[src/hw/rtl/oets_pkg.sv]
`timescale 1ns / 1ps

package oets_pkg;

  localparam int unsigned ValueW = 32;

  typedef logic signed [ValueW-1:0] value_t;

  typedef enum logic [1:0] {
    OP_HOLD,
    OP_LOAD,
    OP_SORT,
    OP_EMIT
  } cell_op_e;

  typedef enum logic [1:0] {
    ST_LOAD,
    ST_SORT,
    ST_EMIT
  } state_e;

  typedef struct packed {
    cell_op_e op;
    logic     act_left;
    logic     act_right;
  } cell_ctl_t;

endpackage

[src/hw/rtl/oets_cell.sv]
`timescale 1ns / 1ps

module oets_cell (
  input  logic               clk_i,
  input  oets_pkg::cell_ctl_t ctl_i,
  input  oets_pkg::value_t   left_i,
  input  oets_pkg::value_t   right_i,
  input  logic               swap_left_i,
  output oets_pkg::value_t   value_o,
  output logic               gt_o
);

  oets_pkg::value_t value_q;
  oets_pkg::value_t value_d;

  assign gt_o    = value_q > right_i;
  assign value_o = value_q;

  always_comb begin
    value_d = value_q;
    unique case (ctl_i.op)
      oets_pkg::OP_HOLD: value_d = value_q;
      oets_pkg::OP_LOAD: value_d = left_i;
      oets_pkg::OP_EMIT: value_d = right_i;
      oets_pkg::OP_SORT: begin
        priority if (ctl_i.act_right && gt_o) begin
          value_d = right_i;
        end else if (ctl_i.act_left && swap_left_i) begin
          value_d = left_i;
        end else begin
          value_d = value_q;
        end
      end
      default: value_d = value_q;
    endcase
  end

  always_ff @(posedge clk_i) begin
    value_q <= value_d;
  end

endmodule

[src/hw/rtl/odd_even_transposition_sort_core.sv]
`timescale 1ns / 1ps

// Odd-even transposition sorter over a row of MAX_ITEMS cells.
// Input stream: s_axis_tdata carries one signed value per item, s_axis_tlast
// marks the final value of a set. Items beyond MAX_ITEMS are discarded and
// the whole set is then flagged on m_axis_tuser.
// Output stream: the set in ascending order, m_axis_tlast on the largest.
// Flow: load phase (one item per cycle while s_axis_tvalid is high, tready
// high), then n sort phases in the cell row for a set of n stored items, then
// n emit steps, each shifting the row toward cell 0 when an output item is
// accepted; the row compares all active pairs of a phase at once.
// m_axis_tvalid rises once the sort phases that follow the item marked last
// are done, and the first result can be accepted as soon as it is valid.
// Input tready is low while sorting and emitting; one set is in flight.
// When the receiver stalls, the row holds and the output item stays stable.
// Reset returns to loading with an empty row and the discard flag clear;
// cell contents are not cleared.
module odd_even_transposition_sort_core #(
  parameter int unsigned MAX_ITEMS = 32
) (
  input  logic        clk_i,
  input  logic        rst_ni,
  input  logic        s_axis_tvalid,
  output logic        s_axis_tready,
  input  logic [31:0] s_axis_tdata,   // [31:0] value
  input  logic        s_axis_tlast,
  output logic        m_axis_tvalid,
  input  logic        m_axis_tready,
  output logic [31:0] m_axis_tdata,   // [31:0] value_res
  output logic        m_axis_tlast,
  output logic [0:0]  m_axis_tuser    // [0] dropped
);

  localparam int unsigned CntW = $clog2(MAX_ITEMS + 1);

  oets_pkg::state_e    state_q, state_d;
  logic [CntW-1:0]     count_q, count_d;
  logic [CntW-1:0]     phase_q, phase_d;
  logic                ovf_q, ovf_d;
  oets_pkg::cell_op_e  op;
  logic [MAX_ITEMS-1:0] pair_act;

  oets_pkg::value_t    cell_val [MAX_ITEMS];
  logic [MAX_ITEMS-1:0] cell_gt;

  logic in_acc;
  logic out_acc;

  assign in_acc  = s_axis_tvalid && s_axis_tready;
  assign out_acc = m_axis_tvalid && m_axis_tready;

  assign s_axis_tready = state_q == oets_pkg::ST_LOAD;
  assign m_axis_tvalid = state_q == oets_pkg::ST_EMIT;
  assign m_axis_tdata  = cell_val[0];
  assign m_axis_tlast  = count_q == CntW'(1);
  assign m_axis_tuser  = ovf_q;

  always_comb begin
    for (int j = 0; j < MAX_ITEMS; j++) begin
      pair_act[j] = (1'(j) == phase_q[0]) && (CntW'(j + 1) < count_q);
    end
  end

  always_comb begin
    state_d = state_q;
    count_d = count_q;
    phase_d = phase_q;
    ovf_d   = ovf_q;
    op      = oets_pkg::OP_HOLD;
    unique case (state_q)
      oets_pkg::ST_LOAD: begin
        if (in_acc) begin
          if (count_q < CntW'(MAX_ITEMS)) begin
            op      = oets_pkg::OP_LOAD;
            count_d = count_q + CntW'(1);
          end else begin
            ovf_d = 1'b1;
          end
          if (s_axis_tlast) begin
            state_d = oets_pkg::ST_SORT;
            phase_d = '0;
          end
        end
      end
      oets_pkg::ST_SORT: begin
        op      = oets_pkg::OP_SORT;
        phase_d = phase_q + CntW'(1);
        if (phase_q == count_q - CntW'(1)) begin
          state_d = oets_pkg::ST_EMIT;
        end
      end
      oets_pkg::ST_EMIT: begin
        if (out_acc) begin
          op      = oets_pkg::OP_EMIT;
          count_d = count_q - CntW'(1);
          if (count_q == CntW'(1)) begin
            state_d = oets_pkg::ST_LOAD;
            ovf_d   = 1'b0;
          end
        end
      end
      default: state_d = oets_pkg::ST_LOAD;
    endcase
  end

  always_ff @(posedge clk_i or negedge rst_ni) begin
    if (!rst_ni) begin
      state_q <= oets_pkg::ST_LOAD;
      count_q <= '0;
      phase_q <= '0;
      ovf_q   <= 1'b0;
    end else begin
      state_q <= state_d;
      count_q <= count_d;
      phase_q <= phase_d;
      ovf_q   <= ovf_d;
    end
  end

  for (genvar i = 0; i < MAX_ITEMS; i++) begin : g_cell
    oets_pkg::cell_ctl_t ctl;
    oets_pkg::value_t    left_val;
    oets_pkg::value_t    right_val;
    logic                swap_left;

    assign ctl.op = op;

    if (i == 0) begin : g_head
      assign left_val     = s_axis_tdata;
      assign swap_left    = 1'b0;
      assign ctl.act_left = 1'b0;
    end else begin : g_body
      assign left_val     = cell_val[i-1];
      assign swap_left    = cell_gt[i-1];
      assign ctl.act_left = pair_act[i-1];
    end

    if (i == MAX_ITEMS - 1) begin : g_tail
      assign right_val     = '0;
      assign ctl.act_right = 1'b0;
    end else begin : g_mid
      assign right_val     = cell_val[i+1];
      assign ctl.act_right = pair_act[i];
    end

    oets_cell u_cell (
      .clk_i       (clk_i),
      .ctl_i       (ctl),
      .left_i      (left_val),
      .right_i     (right_val),
      .swap_left_i (swap_left),
      .value_o     (cell_val[i]),
      .gt_o        (cell_gt[i])
    );
  end

  a_emit_nonempty: assert property (@(posedge clk_i) disable iff (!rst_ni)
    m_axis_tvalid |-> count_q != '0)
    else $error("emitting from an empty row");

  a_one_side: assert property (@(posedge clk_i) disable iff (!rst_ni)
    !(s_axis_tready && m_axis_tvalid))
    else $error("loading and emitting at once");

  a_last_starts_sort: assert property (@(posedge clk_i) disable iff (!rst_ni)
    (in_acc && s_axis_tlast) |=> state_q == oets_pkg::ST_SORT)
    else $error("set end did not start sorting");

  a_end_clears: assert property (@(posedge clk_i) disable iff (!rst_ni)
    (out_acc && m_axis_tlast) |=> (s_axis_tready && count_q == '0 && !ovf_q))
    else $error("set end did not return to an empty row");

  a_phase_bound: assert property (@(posedge clk_i) disable iff (!rst_ni)
    (state_q == oets_pkg::ST_SORT) |-> phase_q < count_q)
    else $error("sort phase count overran the set size");

endmodule
[config.mk]
export PLATFORM = sky130hd
export DESIGN_NAME = odd_even_transposition_sort_core
export DESIGN_NICKNAME = d
export VERILOG_FILES = /design/src/hw/rtl/oets_pkg.sv /design/src/hw/rtl/oets_cell.sv /design/src/hw/rtl/odd_even_transposition_sort_core.sv
export SDC_FILE = /design/constraint.sdc
export NUM_CORES = 2
export LEC_CHECK = 0
export BUFFER_PORTS_ARGS = -buffer_cell sky130_fd_sc_hd__buf_2
export CORE_MARGIN = 8
export CORE_UTILIZATION = 65
export DETAILED_ROUTE_END_ITERATION = 6
export PLACE_DENSITY = 0.82
export SYNTH_ARGS = -nofsm -noshare
export SYNTH_HDL_FRONTEND = slang
export SYNTH_SLANG_ARGS = --single-unit
[constraint.sdc]
create_clock -name clk_i -period 6.1 [get_ports clk_i]
set_input_delay 0.915 -clock clk_i [delete_from_list [all_inputs] [get_ports clk_i]]
set_output_delay 0.915 -clock clk_i [all_outputs]
set_load 0.01 [all_outputs]
## Yosys cells after proc, flatten, opt, wreduce, memory -nomap -nowiden

Index checks and enable logic that the tools add are counted.

- Add/subtract/negate cells: 3
- $mul: 0
- Div/mod/pow operators: 0
- $lt $le $gt $ge: 63
- Equality and inequality tests: 46
- Shift operators: 0
- Mux-type cells: 116
- Bitwise gates (word level): 2
- Reduce and logical (&&, ||, !) cells: 104

Operators by type and width:

| kind | count |
|---|---|
| one-hot mux 32 bit (3 select lines) | 32 |
| two-way mux 32 bit | 62 |
| greater-than comparator 32 bit | 31 |
| < comparator 5 x 6 -> 1 bit, first input constant | 16 |
| != test 3 x 1 -> 1 bit, second input constant | 30 |
| logical AND 1 bit | 64 |
| AND reduction 2 bit | 32 |
| < comparator 4 x 6 -> 1 bit, first input constant | 8 |
| two-way mux 6 bit | 5 |
| < comparator 3 x 6 -> 1 bit, first input constant | 4 |
| one-hot mux 6 bit (2 select lines) | 2 |
| != test 2 x 1 -> 1 bit, second input constant | 7 |
| adder 6 x 1 -> 6 bit, second input constant | 2 |
| < comparator 2 x 6 -> 1 bit, first input constant | 2 |
| two-way mux 2 bit | 6 |
| one-hot mux 2 bit (3 select lines) | 2 |
| AND reduction 5 bit | 2 |
| == test 2 bit, second input constant | 3 |
| == test 6 x 1 -> 1 bit, second input constant | 1 |
| == test 6 bit | 1 |
| < comparator 1 x 6 -> 1 bit, first input constant | 1 |
| < comparator 6 bit, second input constant | 1 |
| two-way mux 1 bit | 6 |
| subtractor 6 x 1 -> 6 bit, second input constant | 1 |
| other kinds (8) | 13 |

- Flip-flop bits (word level): 1039
- Bits in latches: 0
- Bits in writable memories: 0
- ROM bits: 0
- Input port bits: 37
- Output and inout port bits: 36
- Logic and storage cells: 370
- Memories: 0

## Depth between registers and ports, before layout

- Depth after elaboration: 7
- Depth in mapped cells: 12
- Depth with buffers taken out: 10

## Cells and area by module

A second synthesis with hierarchy kept.

- Cells, all modules: 6454
- Area, all modules: 77154.0 um^2

By module, submodules not included:

| module | instances | cells an instance | area each (um^2) | seq. area each (um^2) |
|---|---|---|---|---|
| oets_cell | 32 | 196 | 2368.5 | 960.9 |
| odd_even_transposition_sort_core | 1 | 182 | 1361.3 | 375.4 |

## Least setup slack after synthesis

Ideal clock, no wire load.

- Path type: input port to flip-flop
- From: in s_axis_tvalid
- To: reg g_cell[1].u_cell.value_q[0] (enable)
- Setup time: 0.428 ns
- Data arrival time: 5.372 ns
- Required time: 5.672 ns
- Setup slack: 0.300 ns
- Stages: 6
- Buffers on the path: 0
- Cells stage by stage: nand2b_1 > or2_2 > a21oi_1 > nor3_1 > a311oi_1 > o21bai_1

- Cells in the longest elaborated chain, start to end: 6
- Elaborated cells between the ends (all ways): 8
- Those cells by class: 2 x eq/ne; 2 x mux; 1 x bitwise; 3 x reduce/logical

RTL lines:

| item | line | source |
|---|---|---|
| start: declaration | odd_even_transposition_sort_core.sv:23 | `input logic s_axis_tvalid,` |
| logical AND 1 bit * | odd_even_transposition_sort_core.sv:49 | `assign in_acc = s_axis_tvalid && s_axis_tready;` |
| two-way mux 1 bit * | odd_even_transposition_sort_core.sv:72 | `if (in_acc) begin` |
| one-hot mux 2 bit (3 select lines) * | odd_even_transposition_sort_core.sv:70 | `unique case (state_q)` |
| == test 2 bit or logical NOT 2 bit (tied branches) | oets_cell.sv:21 | `unique case (ctl_i.op)` |
| != test 3 x 1 -> 1 bit (no source line) or inverter 1 bit (tied branches) | -- |  |
| AND reduction 2 bit (no source line) * | -- |  |
| end signal: assignment | oets_cell.sv:39 | `value_q <= value_d;` |
| end: declaration | oets_cell.sv:13 | `oets_pkg::value_t value_q;` |

Mark *: on every way between the ends. The rest lies on a longest branch, timed or not.
A chain may end at the register's enable or synchronous reset.

## Worst setup path after layout

- From: reg g_cell[3].u_cell.value_q[12]
- To: reg g_cell[2].u_cell.value_q[10], data pin

- Cells in the longest elaborated chain, start to end: 4

RTL lines:

| item | line | source |
|---|---|---|
| start: declaration | oets_cell.sv:13 |  |
| start signal: assignment | oets_cell.sv:39 |  |
| greater-than comparator 32 bit | oets_cell.sv:16 | `assign gt_o = value_q > right_i;` |
| logical AND 1 bit | oets_cell.sv:26 | `priority if (ctl_i.act_right && gt_o) begin` |
| two-way mux 32 bit | oets_cell.sv:26 |  |
| one-hot mux 32 bit (3 select lines) | oets_cell.sv:21 |  |
| net g_cell[2].u_cell.value_d[10] | oets_cell.sv:14 | `oets_pkg::value_t value_d;` |
| end signal: assignment | oets_cell.sv:39 |  |
| end: declaration | oets_cell.sv:13 |  |

The timed path passes the listed nets, and every way through them passes these cells.

==> impl_metrics.env <==
export IMPL_r2r_slack_ps=1750
export IMPL_yosysUniqueCellTypes=77
export IMPL_track_usage_pct=29.10
export IMPL_grt_start_max_net_pins=65
export IMPL_cts_root_buf="clkbuf_16"
export IMPL_cts_tree="built"
export IMPL_first_global_vias=49570
export IMPL_grt_pass1_wl_um=271600
export IMPL_firstDrtPassIters=6
export IMPL_drt_iter0_markers=4589
export IMPL_dpl_worst_slack_ps=1935
export IMPL_antenna_found_initial=3
export IMPL_io_buffers=72
export IMPL_cts_resized=0
export IMPL_drc_errors=0
export IMPL_filler_cell_count=7266
export IMPL_cp_max_fo=26
export IMPL_whs_ps=108.6
export IMPL_tightestPinTransition_ps=1297
export IMPL_start_util_pct=65.28
export IMPL_final_core_util_pct=70.77
export IMPL_rows=119
export IMPL_syn_to_final_growth_pct=8.398
export IMPL_synthFlopType="edfxtp_1"
export IMPL_die_w_um=340.5
export IMPL_synth_fp_nets=7156
export IMPL_overflow=0
export IMPL_vias=48560
export IMPL_yosys_area_top_type="edfxtp_1"
export IMPL_hold_violations=0
export IMPL_hold_class="primary input to async pin"
export IMPL_fin_ws_ps=1754
export IMPL_avgSynthCellArea_sq_um=11.18
export IMPL_hpwl_um=134000
export IMPL_startpoint_type="register"
export IMPL_routed_wl_um=174700
export IMPL_finalSetupViolations=0
export IMPL_nets=7245
export IMPL_yosys_warnings=0
export IMPL_drive_gt1_share_pct=5.700
export IMPL_synth_area_leaders="edfxtp_1, ha_1, mux2i_1"
export IMPL_synthArstFlopShare_pct=1.444
export IMPL_yosysSeqAreaShare_pct=45.48
export IMPL_die_height_um=340.5
export IMPL_io_pins=73
export IMPL_wl_per_cell_um=22.71
export IMPL_via_per_inst=6.313
export IMPL_r2r_cells=11
export IMPL_path_class="register to register"
export IMPL_gp_congestion=0.9422
export IMPL_worstPathRequired_ps=6660
export IMPL_rsz0062_at_grt="false"
export IMPL_coreArea_sq_um=104800
export IMPL_synthCells=6123
export IMPL_htree_levels=3
export IMPL_drv_cap=0
export IMPL_clkSinkCount=1039
export IMPL_synth_edf_count=1024
export IMPL_final_cell_mix="inv_1, edfxtp_1, ha_1"
export IMPL_max_slew_margin_pct=13.51
export IMPL_end_kind="register"
export IMPL_fin_worst_skew_ps=22.68
export IMPL_finalCritPeriodShare_pct=71.25
export IMPL_worst_ep_arrival_time_ps=4910
export IMPL_synthesis_area_sq_um=68430
export IMPL_max_freq_ghz=0.2301
export IMPL_cts_made_buffers=111
export IMPL_status="complete, no violations"
export IMPL_drv_slew=0
export IMPL_yosys_register_bits=1039
export IMPL_clkLatencyLatePin_ps=710
export IMPL_clkSlewWorstSetupHoldPaths_ps=60
export IMPL_finalSetupTns_ps=0
export IMPL_min_period_ps=4346
export IMPL_dieArea_sq_um=115900
export IMPL_yosysTopAreaCellShare_pct=44.94
export IMPL_ant_nets=0
export IMPL_cts_setup_buffers=0
export IMPL_clock_path_buffers=3
export IMPL_cts_hold_buf=0
## metal layers
metal / part of all wire (%) / vias up / track usage (%)
met2: 49 / 1825 / 49.95
met5: 0 / - / 0
met3: 7.1 / 387 / 4.905
met4: 3.6 / 0 / 10.62
li1: - / 22670 / -
met1: 41 / 23680 / 37.02
## cells by family after synthesis
logic type               Yosys count  share of synthesized area (%)
AO/OA/AOI/OAI                   1047                          8.928
XOR/XNOR                          19                         0.2432
adder cells (fa/ha/maj)          996                          18.21
buffers and inverters           1161                          6.608
flip-flops                      1039                          45.48
multiplexers                     941                          13.78
AND/OR/NAND/NOR                  920                          6.749
## final timing paths
kind | startpoint | to
setup / recovery | g_cell[3].u_cell.value_o[12]$_DFFE_PP_ | g_cell[2].u_cell.value_o[10]$_DFFE_PP_
hold / removal | rst_ni | count_q[3]$_DFFE_PN0P_
setup reg to reg | g_cell[3].u_cell.value_o[12]$_DFFE_PP_ | g_cell[2].u_cell.value_o[10]$_DFFE_PP_
hold reg to reg | phase_q[5]$_DFFE_PN0P_ | phase_q[5]$_DFFE_PN0P_
max in group asynchronous | rst_ni | phase_q[4]$_DFFE_PN0P_
min in group clk_i | s_axis_tdata[11] | g_cell[0].u_cell.value_o[11]$_DFFE_PP_
## flip-flops by register name (all words and copies together), names as in the netlist
name and flops:
state_q 2, count_q 6, g_cell.u_cell.value_o 1024, phase_q 6, m_axis_tuser 1
## stage by stage
step	area (sq um)	cells
after global placement	70770	7490
after floorplan	68430	6123
after detailed placement	70770	7490
final	74180	7692
after CTS	74170	7689
after global routing	74170	7689
## area by class of cell
class                      instances  area [sq um]  share of cell area (%)
timing repair buffer             113         668.1                  0.9007
multi-input combinational       3923         33390                   45.02
clock inverter                    63         462.9                  0.6241
tap                             1391          1740                   2.346
clock buffer                     136          2935                   3.957
inverter                        1024          3844                   5.182
sequential                      1039         31120                   41.96
antenna                            3         7.507                 0.01012
## synthesized netlist by cell type (5+ instances only)
cell / n
o22ai_1: 6
nor3_1: 29
o31ai_1: 12
a311oi_1: 9
clkbuf_1: 42
a211oi_1: 31
nor4_1: 48
o211ai_1: 33
dfrtp_1: 15
mux2i_1: 934
o21a_1: 25
and4_1: 26
a2111oi_0: 6
mux2_2: 7
a21boi_0: 8
inv_1: 1024
o21bai_1: 8
nand2_1: 308
edfxtp_1: 1024
nand4_1: 200
xnor2_1: 12
buf_2: 77
a211o_1: 6
and3_1: 13
ha_1: 996
o21ai_0: 233
o21ba_2: 8
nor2_1: 129
nand2b_1: 11
buf_4: 12
or2_2: 7
a221oi_1: 11
a21o_1: 53
a21oi_1: 500
a221o_1: 5
o21ai_1: 18
or4_1: 7
a31oi_1: 30
a22o_1: 8
nand3_1: 90
nor2b_1: 34
xor2_1: 7
## critical path, stage by stage (launching register included)
cell and delay [ps]:
edfxtp_1 360, inv_1 100, ha_1 290, nand4_1 220, nor4_1 770, a21boi_0 370, o31ai_1 130, a32oi_1 250
nand2_1 220, o21ai_4 900, buf_4 340, mux2i_1 200
Power is left out: the tool's default activity adds up to more than one toggle a clock period on the data nets, which glitch-free logic cannot reach.
